File: src/rtl/rsp_pkg.sv
// Ramp/soak profile package: beat payload types, segment entry type and codes.
// Depends on nothing; used by every file of the block but rsp_stream_if.
`timescale 1ns / 1ps

package rsp_pkg;

  localparam int unsigned MAX_SEGMENTS = 16;
  localparam int unsigned TEMP_W       = 16;
  localparam int unsigned DUR_W        = 32;
  localparam int unsigned PROD_W       = 48;  // |target - prev| * elapsed
  localparam int unsigned QUO_W        = 16;  // quotient never exceeds |target - prev|

  // Item actions
  localparam logic [1:0] ACT_CLEAR  = 2'd0;
  localparam logic [1:0] ACT_APPEND = 2'd1;
  localparam logic [1:0] ACT_QUERY  = 2'd2;

  // Segment kinds
  localparam logic [1:0] KIND_HOLD = 2'd0;
  localparam logic [1:0] KIND_RAMP = 2'd1;

  typedef struct packed {
    logic [1:0]               action;
    logic [1:0]               segment_kind;
    logic signed [TEMP_W-1:0] target_temp;
    logic [DUR_W-1:0]         duration_ms;
    logic [DUR_W-1:0]         query_time_ms;
  } in_item_t;

  typedef struct packed {
    logic signed [TEMP_W-1:0] temperature;
    logic                     found;
    logic                     table_full;
  } out_item_t;

  typedef struct packed {
    logic [1:0]               kind;
    logic signed [TEMP_W-1:0] target;
    logic [DUR_W-1:0]         dur;
  } seg_t;

endpackage

File: src/rtl/rsp_seg_mem.sv
// Segment table: one write port, one read port, registered read data.
// Depends on rsp_pkg for the entry type.
`timescale 1ns / 1ps

module rsp_seg_mem #(
  parameter int unsigned Depth = rsp_pkg::MAX_SEGMENTS,
  parameter int unsigned AddrW = 4
) (
  input  logic               clk_i,
  input  logic               wr_en_i,
  input  logic [AddrW-1:0]   wr_addr_i,
  input  rsp_pkg::seg_t      wr_data_i,
  input  logic [AddrW-1:0]   rd_addr_i,
  output rsp_pkg::seg_t      rd_data_o
);

  rsp_pkg::seg_t segment_table [Depth];

  // Write the appended entry
  always_ff @(posedge clk_i) begin
    if (wr_en_i) begin
      segment_table[wr_addr_i] <= wr_data_i;
    end
  end

  // Read one entry a cycle
  always_ff @(posedge clk_i) begin
    rd_data_o <= segment_table[rd_addr_i];
  end

endmodule

File: config.mk
export PLATFORM = sky130hd
export DESIGN_NAME = rsp_seg_mem
export DESIGN_NICKNAME = d
export VERILOG_FILES = /design/src/rtl/rsp_pkg.sv /design/src/rtl/rsp_seg_mem.sv
export SDC_FILE = /design/constraint.sdc
export NUM_CORES = 1
export LEC_CHECK = 0
export BUFFER_PORTS_ARGS = -buffer_cell sky130_fd_sc_hd__buf_4
export CORE_MARGIN = 2
export CORE_UTILIZATION = 30
export DETAILED_ROUTE_END_ITERATION = 10
export PLACE_DENSITY = 0.45
export SYNTH_ARGS = -nofsm -noshare
export SYNTH_HDL_FRONTEND = slang
export SYNTH_SLANG_ARGS = --single-unit
File: constraint.sdc
create_clock -name clk_i -period 6.4 [get_ports clk_i]
set_input_delay 0.64 -clock clk_i [delete_from_list [all_inputs] [get_ports clk_i]]
set_output_delay 0.64 -clock clk_i [all_outputs]
set_load 0.03 [all_outputs]
## Yosys cells after proc, flatten, opt, wreduce, memory -nomap -nowiden

Memories as Yosys holds them, arrays and structs flattened. A register that Yosys moved wholly into a read port is not among the register bits.
Cells that the tools add are included.
Widths: inputs -> output; s select.

- Memories kept: 1
- Bits of input ports: 60
- Memory bits (writable): 800
- Output and inout port bits: 50
- Logic and storage cells: 3
- Bits in registers: 0

- Mux-type cells: 2

Memories:

| name | depth | bits a word | rd ports | clocked after Yosys merged registers in | wr ports | line | RTL |
|---|---|---|---|---|---|---|---|
| segment_table | 16 | 50 | 1 | 1 | 1 | rsp_seg_mem.sv:17 | `rsp_pkg::seg_t segment_table [Depth];` |

Operators with widths:

| operator | number |
|---|---|
| $mux 1 | 2 |

## Longest topological paths before layout

- Word-level depth: 2
- Gate-level depth with buffers: 5

## Worst setup path after synthesis

Ideal clock, no wire load.

- Path kind: input to register
- Start point: in wr_addr_i[2]
- End point: mem segment_table[0][0] in the netlist's numbering (enable)
- Stages: 2
- Required time: 5.880 ns
- Path buffers: 0
- Slack: 1.315 ns
- Data arrival time: 4.565 ns
- Path through: or3b_2 > nor3_1

RTL lines:

| what | line | RTL |
|---|---|---|
| from (decl) | rsp_seg_mem.sv:11 | `input logic [AddrW-1:0] wr_addr_i,` |
| to (decl) | rsp_seg_mem.sv:17 |  |

No word-level cell before the write port.

## Final worst setup path

- Start point: in wr_addr_i[1]
- End point: mem segment_table[13][12] in the netlist's numbering (enable)

No word-level cell before the write port.

==> impl_metrics.yaml <==
logic_synthesis:
  synth_fp_nets: 1354
  synth_area_mm2: 0.03091
  ys_warn_count: 0
  synth_seq_cells: 850
  synthDistinctLibCells: 17
  synth.avg_cell_area_um2: 23.89
  synthesis.instances: 1294
  ys_seq_area_share_pct: 80.95
sta:
  finClkSkew_ns: 0.02256
  rsz0062_at_grt: "no"
  period_needed_ns: 2.390
  max_freq_ghz: 0.4184
  slew_viol_final: 0
  fin_crit_sh_pct: 37.35
  finalSetupViolCount: 0
  setup_slack_ns: 4.010
  worst_slew_pin_slew_ns: 1.149
  relSlewSlack_pct: 23.40
  hold_viol_final: 0
  tns_ns: 0
die:
  start_util_pct: 30.30
  die_h_um: 325
  fp.dieW_um: 325
  rows: 117
  dieArea_mm2: 0.1056
  core-area_mm2: 0.1020
  ioPinCount: 110
place:
  pre_cts_ws_ns: 3.179
  port_buffers: 109
  dp_hpwl_um: 34020
  place_congestion: 0.6570
  dp_cells: 2728
grt:
  antenna_found_initial: 3
  globalRouteOverflowTotal: 0
  grt_max_degree: 138
  grt_pass1_vias: 15243
  busiest_layer: "met2"
  grt.met3_usage_pct: 2.781
  met2_usage_pct: 23.40
  met1_usage_pct: 18.67
  grt_pass1_wl_um: 107400
  grtUsageTotal_pct: 13.92
power:
  powerDensity_mw_per_mm2: 325.7
  p_leak_nw: 11.42
  peakVddDrop_mv: 0.1641
  p_total_mw: 11.82
layout:
  layout-area-overhead-vs-synth_pct: 17.35
  n_antenna_cell: 0
  nets: 1509
  fin_cells: 2886
  fin_util_pct: 35.55
  drive_gt1_share_pct: 31.62
routing:
  firstDrtPassIters: 4
  drt_iter0_drc: 896
  viasPerCell: 4.773
  routedWlPerCell_um: 25.40
  final_antenna_net_count: 0
  drt_wl_total_um: 73300
  vias: 13774
  route.detailed.drc: 0
clocking:
  clock_latency_ns: 0.62
  cts_resized: 0
  ctsRootBufferMaster: "clkbuf_16"
  cts_max_path_buffers: 3
  clock-sinks: 850
  h-tree-depth: 3
  cts_tree: "done"
  clk_pin_slew_worst_paths_ns: 0.06
  cts_buffers: 87
  postCtsSetupRepairBufs: 0
  cts_hold_buf: 0
setup_path:
  arrival_ns: 2.62
  crit_type: "in -> reg"
  startpoint: "wr_addr_i[1]"
  r2r-start: "segment_table[3][6]"
  end_kind: "flip-flop"
  worstPathRequired_ns: 6.63
  reg2reg_slack_ns: 5.02
  start_kind: "input port"
  cp_max_fo: 33
hold_path:
  min_from: "wr_data_i[39]"
  hold_class: "in -> reg"
run:
  maxCapViolations: 0
outcome:
  status: "completed"
metrics by stage:
step	instance area, µm²	hold slack, ns
global placement	33500	0.6542
finish	36280	0.3112
detailed placement	33500	0.6573
CTS	36280	0.2659
floorplan	30910	0.6349
global route	36280	0.2927
placed cells by master (no fill, tap or decap), types with 3 or more instances in the layout:
cell type / Yosys / layout
edfxtp_1: 800 / 800
bufinv_16: 0 / 4
clkinvlp_4: 0 / 3
nor2_4: 0 / 13
clkbuf_1: 31 / 20
clkbuf_16: 0 / 92
clkbuf_8: 0 / 8
a22oi_1: 100 / 100
clkinv_2: 0 / 17
nand2_1: 51 / 51
mux4_2: 200 / 200
dfxtp_1: 50 / 50
buf_4: 10 / 128
nor3_2: 0 / 4
clkinv_1: 0 / 12
buf_12: 0 / 3
where the power goes:
| group | switching (mW) | leakage (nW) | internal [mW] |
|---|---|---|---|
| sequential | 0.0497 | 7.65 | 6.22 |
| combinational | 0.385 | 2.41 | 0.247 |
| clock | 2.05 | 1.37 | 2.86 |
| total | 2.48 | 11.4 | 9.33 |
registers in the layout (all words and copies together) (netlist names):
register and cells:
rd_data_o 50, segment_table 800
critical path: stages:
cell	delay [ns]
buf_4	0.14
nand2b_1	0.32
nor2_4	0.69
buf_4	0.71
synthesized netlist by cell type, drive strengths merged:
library cell  instances  share of area, %
nor3                  4             0.065
mux4                200                15
edfxtp              800                78
a22oi               100               2.4
nand3                 1             0.016
clkbuf               31              0.38
buf                  36              0.64
or3b                  1             0.028
dfxtp                50               3.2
and2                  1             0.020
nor2                 13              0.16
nand3b                2             0.049
nand2                51              0.62
nor2b                 2             0.040
nand2b                2             0.040
area by class of cell:
class,instances,area (µm²)
multi-input cells,377,5710
fillers,9335,65760
flip-flops and latches,850,25020
repair buffers,133,1050
well taps,1368,1712
clock inverters,39,306.5
clock buffers,119,2474
logic make-up (layout without fill, tap and decap cells):
logic type	Yosys count	in the layout	share of synthesized area, %
and+or+nand+nor	77	77	1.036
AOI/OAI and AO/OA	100	100	2.429
DFF	850	850	80.95
muxes	200	200	14.57
buffers and inverters	67	291	1.012
path summary, 6_finish.rpt:
check,to,cells after the start
worst max-delay path,segment_table[13][12],4
worst min-delay path,segment_table[6][39],1
worst max register to register,rd_data_o[6],3
worst min register to register,rd_data_o[36],3
layer usage:
metal | wire, µm | vias to the layer above
met4 | 1034 | 6
met3 | 3048 | 90
li1 | - | 5834
met1 | 32760 | 7586
met5 | 40 | -
met2 | 36420 | 258
No activity file was read; power rests on OpenSTA's default activity.
