--- src/rtl/rsp_pkg.sv ---
// Ramp/soak profile package: beat payload types, segment entry type and codes.
// Depends on nothing; used by every file of the block but rsp_stream_if.
`timescale 1ns / 1ps

package rsp_pkg;

  localparam int unsigned MAX_SEGMENTS = 16;
  localparam int unsigned TEMP_W       = 16;
  localparam int unsigned DUR_W        = 32;
  localparam int unsigned PROD_W       = 48;  // |target - prev| * elapsed
  localparam int unsigned QUO_W        = 16;  // quotient never exceeds |target - prev|

  // Item actions
  localparam logic [1:0] ACT_CLEAR  = 2'd0;
  localparam logic [1:0] ACT_APPEND = 2'd1;
  localparam logic [1:0] ACT_QUERY  = 2'd2;

  // Segment kinds
  localparam logic [1:0] KIND_HOLD = 2'd0;
  localparam logic [1:0] KIND_RAMP = 2'd1;

  typedef struct packed {
    logic [1:0]               action;
    logic [1:0]               segment_kind;
    logic signed [TEMP_W-1:0] target_temp;
    logic [DUR_W-1:0]         duration_ms;
    logic [DUR_W-1:0]         query_time_ms;
  } in_item_t;

  typedef struct packed {
    logic signed [TEMP_W-1:0] temperature;
    logic                     found;
    logic                     table_full;
  } out_item_t;

  typedef struct packed {
    logic [1:0]               kind;
    logic signed [TEMP_W-1:0] target;
    logic [DUR_W-1:0]         dur;
  } seg_t;

endpackage

--- src/rtl/rsp_divider.sv ---
// Restoring divider, one quotient bit per cycle, for the ramp interpolation.
// Depends on rsp_pkg for operand widths.
`timescale 1ns / 1ps

module rsp_divider (
  input  logic                        clk_i,
  input  logic                        rst_ni,
  input  logic                        start_i,
  input  logic [rsp_pkg::PROD_W-1:0]  dividend_i,
  input  logic [rsp_pkg::DUR_W-1:0]   divisor_i,
  output logic                        done_o,
  output logic [rsp_pkg::QUO_W-1:0]   quotient_o
);

  localparam int unsigned StepW = $clog2(rsp_pkg::PROD_W);
  localparam int unsigned RemW  = rsp_pkg::DUR_W + 1;

  logic                       busy_q, done_q;
  logic [StepW-1:0]           step_q;
  logic [rsp_pkg::PROD_W-1:0] quo_q;
  logic [RemW-1:0]            rem_q;
  logic [rsp_pkg::DUR_W-1:0]  div_q;
  logic [RemW-1:0]            shifted, diff;
  logic                       take;

  // Trial subtract of the divisor from the shifted remainder
  always_comb begin
    shifted = {rem_q[rsp_pkg::DUR_W-1:0], quo_q[rsp_pkg::PROD_W-1]};
    diff    = shifted - {1'b0, div_q};
    take    = shifted >= {1'b0, div_q};
  end

  // Sequence the iterations
  always_ff @(posedge clk_i or negedge rst_ni) begin
    if (!rst_ni) begin
      busy_q <= 1'b0;
      done_q <= 1'b0;
      step_q <= '0;
    end else begin
      done_q <= 1'b0;
      if (start_i) begin
        busy_q <= 1'b1;
        step_q <= '0;
      end else if (busy_q) begin
        step_q <= step_q + StepW'(1);
        if (step_q == StepW'(rsp_pkg::PROD_W - 1)) begin
          busy_q <= 1'b0;
          done_q <= 1'b1;
        end
      end
    end
  end

  // Shift in one quotient bit a cycle
  always_ff @(posedge clk_i) begin
    if (start_i) begin
      quo_q <= dividend_i;
      rem_q <= '0;
      div_q <= divisor_i;
    end else if (busy_q) begin
      quo_q <= {quo_q[rsp_pkg::PROD_W-2:0], take};
      rem_q <= take ? diff : shifted;
    end
  end

  assign done_o     = done_q;
  assign quotient_o = quo_q[rsp_pkg::QUO_W-1:0];

endmodule

--- config.mk ---
export PLATFORM = sky130hd
export DESIGN_NAME = rsp_divider
export DESIGN_NICKNAME = d
export VERILOG_FILES = /design/src/rtl/rsp_pkg.sv /design/src/rtl/rsp_divider.sv
export SDC_FILE = /design/constraint.sdc
export NUM_CORES = 1
export LEC_CHECK = 0
export ABC_AREA = 1
export BUFFER_PORTS_ARGS = -buffer_cell sky130_fd_sc_hd__buf_2
export CORE_ASPECT_RATIO = 1.1
export CORE_MARGIN = 3
export CORE_UTILIZATION = 47
export DETAILED_ROUTE_END_ITERATION = 12
export PLACE_DENSITY_LB_ADDON = 0.12
export REMOVE_ABC_BUFFERS = 1
export SETUP_SLACK_MARGIN = 0.5
export SYNTH_ARGS = -nofsm -noshare
export SYNTH_HDL_FRONTEND = slang
export SYNTH_SLANG_ARGS = --single-unit
--- constraint.sdc ---
create_clock -name clk_i -period 2.7 [get_ports clk_i]
set_clock_uncertainty 0.15 [all_clocks]
set_input_delay 0.27 -clock clk_i [delete_from_list [all_inputs] [get_ports clk_i]]
set_output_delay 0.27 -clock clk_i [all_outputs]
set_load 0.02 [all_outputs]
# --- Yosys cells after proc, flatten, opt, wreduce, memory -nomap -nowiden ---
# Cells that the tools add are included.
totals:
  latch_bits: 0
  mem_count: 0
  out_inout_bits: 17
  mem_bits_rw: 0
  romBits: 0
  regBits: 120
op_classes:
  multipliers: 0
  n_shift: 0
  muxes: 11
  n_eq_ne: 1
  addsub: 2
  bitwise_logic: 0
  order_cmp: 1
  div_mod_pow: 0
  n_reduce_logical: 1
ops:
  columns: ["op", "count"]
  rows:
  - ["2-to-1 mux 48 bit", 2]
  - ["greater-or-equal comparator 33 x 32 -> 1 bit", 1]
  - ["2-to-1 mux 32 bit", 1]
  - ["subtractor 32 bit", 1]
  - ["2-to-1 mux 6 bit", 2]
  - ["adder 6 x 1 -> 6 bit (second input constant)", 1]
  - ["equality test 6 bit (second input constant)", 1]
  - ["2-to-1 mux 1 bit", 6]
  - ["nonzero test 2 bit", 1]

# --- Depth between registers and ports, before layout ---
# Gate-level depths: netlist of run 1.
logic_depth:
  ltp_word: 4
  depth_mapped: 17

# --- Least setup slack after synthesis of run 1 ---
# No wires, ideal clock.
synth_path:
  kind: "in2reg"
  start: "in start_i"
  end: "reg quo_q[0] (netlist bit) (enable)"
  setup_time_ps: 432
  required_ps: 2118
  n_path_buf: 2
  slack_ps: -61
  path_stages: 4
  arrival_time_ps: 2179
  path_cell_list: "clkbuf_1 -> nor2_1 -> inv_1 -> clkbuf_1"
synth_between:
  elab_chain_cells: 1
synth_lines:
  columns: ["item", "line_no", "source"]
  rows:
  - ["start: declaration", "rsp_divider.sv:8", "input logic start_i,"]
  - ["nonzero test 2 bit (no line)", null, null]
  - ["end signal: assignment", "rsp_divider.sv:57", "quo_q <= dividend_i;"]
  - ["end signal: assignment", "rsp_divider.sv:61", "quo_q <= {quo_q[rsp_pkg::PROD_W-2:0], take};"]
  - ["end: declaration", "rsp_divider.sv:20", "logic [rsp_pkg::PROD_W-1:0] quo_q;"]
# No other way between the ends.
# A chain may end at the register's enable or synchronous reset.

# --- Worst setup path in the final report of run 1 ---
layout_path:
  start: "reg div_q[19] (netlist bit)"
  end: "reg rem_q[14]"
layout_between:
  elab_chain_cells: 2
layout_lines:
  columns: ["item", "line_no", "source"]
  rows:
  - ["start: declaration", "rsp_divider.sv:22", "logic [rsp_pkg::DUR_W-1:0] div_q;"]
  - ["start signal: assignment", "rsp_divider.sv:59", "div_q <= divisor_i;"]
  - ["greater-or-equal comparator 33 x 32 -> 1 bit", "rsp_divider.sv:30", "take = shifted >= {1'b0, div_q};"]
  - ["2-to-1 mux 32 bit", "rsp_divider.sv:62", "rem_q <= take ? diff : shifted;"]
  - ["end signal: assignment", "rsp_divider.sv:62", null]
  - ["end: declaration", "rsp_divider.sv:21", "logic [RemW-1:0] rem_q;"]
# No other way between the ends.

==> results of run 1 <==
[tightest hold or removal path, stage by stage]
cell and delay, ps:
buf_2 80, nor2_1 40, a31oi_1 120
[synth_stat cells]
| cell | n |
|---|---|
| o21a_1 | 2 |
| buf_6 | 3 |
| nand2_2 | 7 |
| nor2_2 | 5 |
| nand4_1 | 11 |
| nand2_1 | 461 |
| buf_8 | 1 |
| nor3_1 | 6 |
| nand2_4 | 1 |
| a31oi_1 | 1 |
| nor2_1 | 46 |
| fa_1 | 1 |
| xor2_1 | 2 |
| dfxtp_1 | 32 |
| nand3b_1 | 12 |
| a22o_1 | 1 |
| a21oi_2 | 1 |
| edfxtp_1 | 80 |
| nand3_2 | 9 |
| buf_4 | 18 |
| or2_2 | 1 |
| o21bai_1 | 2 |
| and2_1 | 4 |
| buf_2 | 5 |
| nand3_1 | 75 |
| inv_2 | 2 |
| clkbuf_1 | 15 |
| o21ai_1 | 11 |
| a21oi_1 | 25 |
| o21ai_0 | 6 |
| xnor2_1 | 13 |
| nor4_1 | 1 |
| inv_1 | 184 |
| nor2_4 | 3 |
| ha_1 | 33 |
| dfrtp_1 | 8 |
[area by class of cell]
class,instances,area (um^2)
clock buffer,18,429
timing repair buffer,233,1960
multi-input combinational,744,4400
fill,1272,4780
sequential,120,3240
clock inverter,13,155
tap,200,250
inverter,186,701
[through the flow]
stage | TNS [ps] | setup slack (ps) | area (um^2) | util
floorplan | -3510 | -72.7 | 7480 | -
global placement | 0 | 123 | 8340 | 0.524
detailed placement | 0 | 133 | 8340 | 0.524
CTS | 0 | 490 | 10800 | 0.676
global route | 0 | 344 | 11100 | 0.700
finish | 0 | 448 | 11100 | 0.700
[state kept, by name, indices dropped and copies added, names as in the netlist]
signal  flops
busy_q      1
div_q      32
done_o      1
quo_q      48
rem_q      32
step_q      6
[layer usage]
layer,global-route usage,share of wire
met3,0.0474,0.064
met2,0.433,0.48
met5,0,0
met4,0.0916,0.029
met1,0.329,0.42
[timing repair]
item | in CTS | in global routing
setup buffers | 25 | 13
setup endpoints to repair | 33 | 33
hold endpoints to repair | 87 | 0
gates cloned | 7 | 3
hold buffers | 80 | 0
resized for setup | 131 | 62
pin swaps | 33 | 46
[power breakdown]
group          switching, W  internal [W]  total (W)
Clock              0.000883       0.00144    0.00232
Combinational       0.00340       0.00254    0.00595
Sequential         0.000296       0.00232    0.00261
Total               0.00458       0.00630     0.0109
[cell families (layout without fill, tap and decap cells)]
logic type	count (synthesis)	in the layout	share of synthesized area
buffers and inverters	228	450	0.124
AO/OA/AOI/OAI	49	49	0.0341
flip-flops	120	120	0.418
XOR/XNOR	15	15	0.0170
adder cells (fa/ha/maj)	34	34	0.0559
AND/OR/NAND/NOR	642	646	0.350
[final timing paths]
path,start,end,slack [ps]
hold reg to reg,rem_q[19]$_SDFFE_PP0P_,rem_q[19]$_SDFFE_PP0P_,340
hold / removal,dividend_i[0],quo_q[0]$_DFFE_PP_,60
setup reg to reg,div_q[19]$_DFFE_PP_,rem_q[14]$_SDFFE_PP0P_,450
max in group asynchronous,rst_ni,step_q[1]$_DFFE_PN0P_,2160
setup / recovery,div_q[19]$_DFFE_PP_,rem_q[14]$_SDFFE_PP0P_,450
min in group asynchronous,rst_ni,step_q[5]$_DFFE_PN0P_,70
[cell usage in the layout, fill, tap and decap left out, types with 14 or more instances in the layout]
cell             n
nand2_1        405
inv_1          164
buf_2           98
edfxtp_1        80
dlygate4sd3_1   80
nand3_1         70
nand2_2         48
buf_4           36
dfxtp_1         32
ha_4            31
nor2_1          30
inv_2           21
a21oi_1         19
clkbuf_16       19
nand3_2         14
nand2_4         14
==> flow_metrics.py, run 1 <==
metrics = {
    "detailed_routing": {
        "drc_errors": 0,
        "drt_wl_total_um": 23100,
        "dr_total_vias": 7458,
        "postRouteAntennaNets": 0,
        "vias_per_cell": 4.93,
        "wl_per_cell_um": 15.2,
        "drt_iter0_drc": 551,
        "first_pass_iters": 5,
    },
    "global_route": {
        "grtUsageTotal": 0.257,
        "grt_remaining_overflow": 0,
        "grt_pass1_vias": 7333,
        "grt_max_degree": 63,
        "grt_first_pass_wirelength_um": 36600,
        "antenna_found_initial": 0,
    },
    "flow_run": {
        "maxCapViolCount": 0,
    },
    "clock_tree": {
        "cts_buffer_depth": 2,
        "cts_buffers": 17,
        "cts.sinks": 120,
        "h-tree-depth": 4,
        "insertion_delay_ps": 430,
        "clk_pin_slew_ps": 60,
        "cts_tree": "done",
        "clockRootBuffer": "clkbuf_16",
    },
    "synth": {
        "synth-seq-cells": 120,
        "syn_area_per_cell_um2": 7.12,
        "seq_area_frac_synth": 0.418,
        "yosysTopAreaCellShare": 0.310,
        "netlist_instances": 1088,
        "yosysTopAreaCell": "edfxtp_1",
        "synthDistinctLibCells": 36,
        "synth.area.top_cells": "edfxtp_1, nand2_1, inv_1",
        "netlist_area_um2": 7750,
        "ys_warn_count": 0,
    },
    "worst_setup_path": {
        "worst_path_most_repeated_cell": "nor2_4",
        "cp-end-kind": "register",
        "max_stage_delay_ps": 320,
        "cp_data_required_time_ps": 2850,
        "path_cells": "inv_1 -> ha_4 -> nand2_2 -> nor2_4 -> nand2_2 -> nor2_4 -> nand2_2 -> nor2_4 -> nor2_4 -> buf_6 -> buf_12 -> nand2_8 -> nand2_1 -> nand3_1 -> o21ai_1",
        "worstSetupPathType": "register to register",
        "crit_family": "simple AND/OR/NAND/NOR gates",
        "worstPathMaxFanout": 8,
        "setup.worst_path.start_class": "register",
        "arrival_ps": 2400,
        "cp_num_cells": 15,
        "slowest_stage": "edfxtp_1",
        "cp_num_buf_inv": 3,
        "rr_worst_depth": 15,
    },
    "finish": {
        "n_antenna_cell": 0,
        "fin_nets": 1419,
        "drive_gt1_frac": 0.267,
        "syn_to_final_growth_pct": 43.7,
        "final_cells": 1514,
    },
    "run_status": {
        "outcome": "finished, final reports clean",
    },
    "floorplan": {
        "start_util": 0.487,
        "die_w_um": 128,
        "die_height_um": 141,
        "rows": 48,
        "core_area_um2": 15900,
        "dieArea_um2": 18100,
        "ioPinCount": 100,
    },
    "timing": {
        "relSlewSlack": 0.400,
        "timing.hold.ws_ps": 58.6,
        "fin_crit_ps": 2250,
        "period_share": 0.834,
        "finalSetupViolCount": 0,
        "fmax_ghz": 0.444,
        "worst_pin_slew_ps": 899,
        "hold_violations": 0,
        "rsz0062_at_grt": "true",
        "slew_violations": 0,
    },
    "placed_design": {
        "dpl.cell_count": 1355,
        "io_buffers": 99,
        "place_congestion": 0.976,
        "dpl.hpwl_um": 13900,
    },
    "pwr": {
        "p_total_w": 0.0109,
        "vdd_drop_max_mv": 0.492,
        "p_leak_nw": 5.59,
        "power.density_nw_per_um2": 977,
    },
    "worst_hold_path": {
        "holdPathStages": 3,
        "min_path_type": "input pin to register",
    },
}
(Power assumes the default switching activity.)
==> run 2, diff against run 1 <==
--- a/config.mk
+++ b/config.mk
@@ -5,7 +5,7 @@
 export SDC_FILE = /design/constraint.sdc
 export NUM_CORES = 1
 export LEC_CHECK = 0
-export ABC_AREA = 1
+export ABC_AREA = 0
 export BUFFER_PORTS_ARGS = -buffer_cell sky130_fd_sc_hd__buf_2
 export CORE_ASPECT_RATIO = 1.1
 export CORE_MARGIN = 3
==> constraint.sdc (replaced) <==
create_clock -name clk_i -period 2 [get_ports clk_i]
set_clock_uncertainty 0.15 [all_clocks]
set_input_delay 0.2 -clock clk_i [delete_from_list [all_inputs] [get_ports clk_i]]
set_output_delay 0.2 -clock clk_i [all_outputs]
set_load 0.02 [all_outputs]
==> run 2 against run 1 <==
The flow now finishes with violations (negative setup slack). Via count is 7.7% lower. Sequential share of layout area is 0.24 points lower. Design area is 0.85% higher. Register-to-register slack worse by 1300 ps. Sequential power is 28% higher. Synthesized area is 8.9% lower. Final cell count is 18% lower. Total power is 21% higher. Flip-flop and latch count stayed put. Utilization is 7.2 points higher. Clock power is 35% higher. Largest cell class unchanged.
==> flow_metrics.py, run 2 <==
metrics = {
    "flow_run": {
        "maxCapViolCount": 0,
    },
    "worst_setup_path": {
        "setup.worst_path.start_class": "register",
        "path_cells": "ha_2 -> buf_4 -> nor2b_4 -> o21bai_4 -> a2111oi_4 -> o21bai_4 -> a211oi_4 -> buf_4 -> a211oi_4 -> buf_6 -> a211o_1 -> a311oi_1",
        "arrival_ps": 3080,
        "max_stage_delay_ps": 420,
        "rr_startpoint": "div_q[0]$_DFFE_PP_",
        "cp-end-kind": "register",
        "timing.rr.end": "rem_q[5]$_SDFFE_PP0P_",
        "worstPathMaxFanout": 7,
        "cp_data_required_time_ps": 2190,
        "slowest_stage": "a2111oi_4",
        "cp_num_buf_inv": 3,
        "worstSetupPathType": "register to register",
        "rr_worst_depth": 12,
        "rrSetupSlack_ps": -890,
        "crit_family": "compound AO/OA/AOI/OAI gates",
    },
    "synth": {
        "synth.area.top_cells": "edfxtp_1, dfxtp_1, mux2_2",
        "netlist_area_um2": 7060,
        "yosysMostFrequentCell": "edfxtp_1",
        "seq_area_frac_synth": 0.460,
        "async_reset_ff_frac": 0.0667,
        "netlist_instances": 684,
        "synth-seq-cells": 120,
        "synth-edff-count": 80,
        "ys_top_cells_by_count": "edfxtp_1, nor2_1, mux2_2",
        "yosysTopAreaCell": "edfxtp_1",
        "yosysTopAreaCellShare": 0.340,
        "synth_top_flop_cell": "edfxtp_1",
        "ys_warn_count": 0,
        "syn_area_per_cell_um2": 10.3,
        "synthDistinctLibCells": 67,
    },
    "finish": {
        "seq_area_um2": 3240,
        "syn_to_final_growth_pct": 59.2,
        "design_area_um2": 11200,
        "reg_top3": "quo_q x48, div_q x32, rem_q x32",
        "fin_nets": 1148,
        "final_util": 0.771,
        "drive_gt1_frac": 0.464,
        "n_antenna_cell": 0,
        "largest_reg_flops": 48,
        "largest-register": "quo_q",
        "final_common_cell": "buf_4",
        "mostFrequentLayoutCells": "buf_4, buf_2, dlygate4sd3_1",
        "multi_input_area_um2": 4070,
        "fillers": 922,
    },
    "worst_hold_path": {
        "hp-start": "start_i",
        "min_delay_worst_endpoint": "div_q[18]$_DFFE_PP_",
        "holdPathStages": 1,
        "min_path_type": "input pin to register",
    },
    "timing": {
        "finalSetupViolCount": 33,
        "period_share": 1.45,
        "worst_pin_slew_ps": 438,
        "fin_crit_ps": 2890,
        "hold_violations": 0,
        "rsz0062_at_grt": "true",
        "slew_violations": 0,
        "relSlewSlack": 0.705,
        "fmax_ghz": 0.345,
        "fin_ws_ps": -895,
    },
    "floorplan": {
        "die_height_um": 135,
        "dieArea_um2": 16500,
        "start_util": 0.485,
        "core_area_um2": 14600,
        "die_w_um": 123,
        "ioPinCount": 100,
        "rows": 46,
    },
    "run_status": {
        "outcome": "finished with violations",
        "violations": "negative setup slack",
    },
    "global_route": {
        "grt_pass1_vias": 7293,
        "grt_first_pass_wirelength_um": 35500,
        "use_met2": 0.483,
        "grtUsageTotal": 0.274,
        "grt_util_met3": 0.0473,
        "grt_remaining_overflow": 0,
        "busiest_layer": "met2",
        "antenna_found_initial": 0,
        "grt_max_degree": 27,
        "use_met1": 0.327,
    },
    "detailed_routing": {
        "wl_per_cell_um": 18.0,
        "postRouteAntennaNets": 0,
        "vias_per_cell": 5.57,
        "dr_total_vias": 6886,
        "first_pass_iters": 5,
        "drc_errors": 0,
        "drt_iter0_drc": 529,
        "drt_wl_total_um": 22300,
    },
    "clock_tree": {
        "clk_pin_slew_ps": 60,
        "cts_buffers": 17,
        "h-tree-depth": 4,
        "clockRootBuffer": "clkbuf_16",
        "cts_buffer_depth": 2,
        "cts.sinks": 120,
        "cts_tree": "done",
        "insertion_delay_ps": 430,
    },
    "pwr": {
        "vdd_drop_max_mv": 0.720,
        "p_leak_nw": 4.84,
        "power.density_nw_per_um2": 1170,
    },
    "placed_design": {
        "post-place-ws_ps": -1070,
        "dpl.hpwl_um": 13000,
        "io_buffers": 99,
        "dpl_cell_area_um2": 8770,
        "place_congestion": 0.910,
    },
}
run 2: changes by cell type in the layout (fill, tap and decap cells not counted), sizes merged, moves of 7 or more:
| cell | change |
|---|---|
| or4 | +10 |
| mux2 | +48 |
| inv | -144 |
| buf | +143 |
| a311oi | +24 |
| a21o | +18 |
| and3 | +7 |
| xor2 | +7 |
| nand2 | -429 |
| nand3 | -47 |
| o21ai | +26 |
| o211ai | +10 |
| nand3b | -11 |
run 2: routing by layer:
layer / vias up / wire [um]
li1: 3245 / -
met5: - / 0
met4: 0 / 654
met3: 63 / 1030
met2: 238 / 11600
met1: 3340 / 9040
run 2: what timing repair did:
action,CTS,global route
endpoints found under the hold margin,88,0
cloned,7,0
resized for setup,105,45
buffers inserted,23,12
pin swaps,62,36
hold buffers,82,0
endpoints found under the setup margin,82,34
run 2: cell type report:
| cell class | count | share of cell area |
|---|---|---|
| clock buffers | 20 | 0.0407 |
| clock inverters | 12 | 0.0126 |
| inverters | 40 | 0.0134 |
| multi-input cells | 476 | 0.362 |
| flip-flops and latches | 120 | 0.289 |
| well taps | 192 | 0.0214 |
| repair buffers | 376 | 0.261 |
run 2: worst max path at each step:
stage	from	to	depth (start not counted)
after floorplan	busy_q$_DFF_PN0_	quo_q[0]$_DFFE_PP_	2
after global routing	quo_q[47]$_DFFE_PP_	rem_q[28]$_SDFFE_PP0P_	14
after CTS	quo_q[47]$_DFFE_PP_	rem_q[26]$_SDFFE_PP0P_	14
final	div_q[0]$_DFFE_PP_	rem_q[5]$_SDFFE_PP0P_	12
after detailed placement	div_q[8]$_DFFE_PP_	rem_q[4]$_SDFFE_PP0P_	10
after global placement	quo_q[47]$_DFFE_PP_	rem_q[20]$_SDFFE_PP0P_	13
run 2: power breakdown:
part / internal [W] / switching, W
Sequential: 0.00309 / 0.000265
Clock: 0.00191 / 0.00122
Combinational: 0.00342 / 0.00326
Total: 0.00842 / 0.00474
run 2: kinds of logic after synthesis:
family / synth area share
fa+ha+maj: 0.0613
compound gates: 0.177
simple gates: 0.132
mux: 0.0794
buf+inv: 0.0613
xor+xnor: 0.0298
flops: 0.460
run 2: metrics by stage:
stage               total power (W)  TNS (ps)  hold WS (ps)  std cells
finish                       0.0132    -25910          97.0       1236
global route                 0.0138    -29470          93.4       1236
global placement            0.00846    -30990          -109       1080
floorplan                   0.00611    -89660          -246        632
detailed placement          0.00855    -33730         -99.2       1080
CTS                          0.0126    -24420          83.0       1224
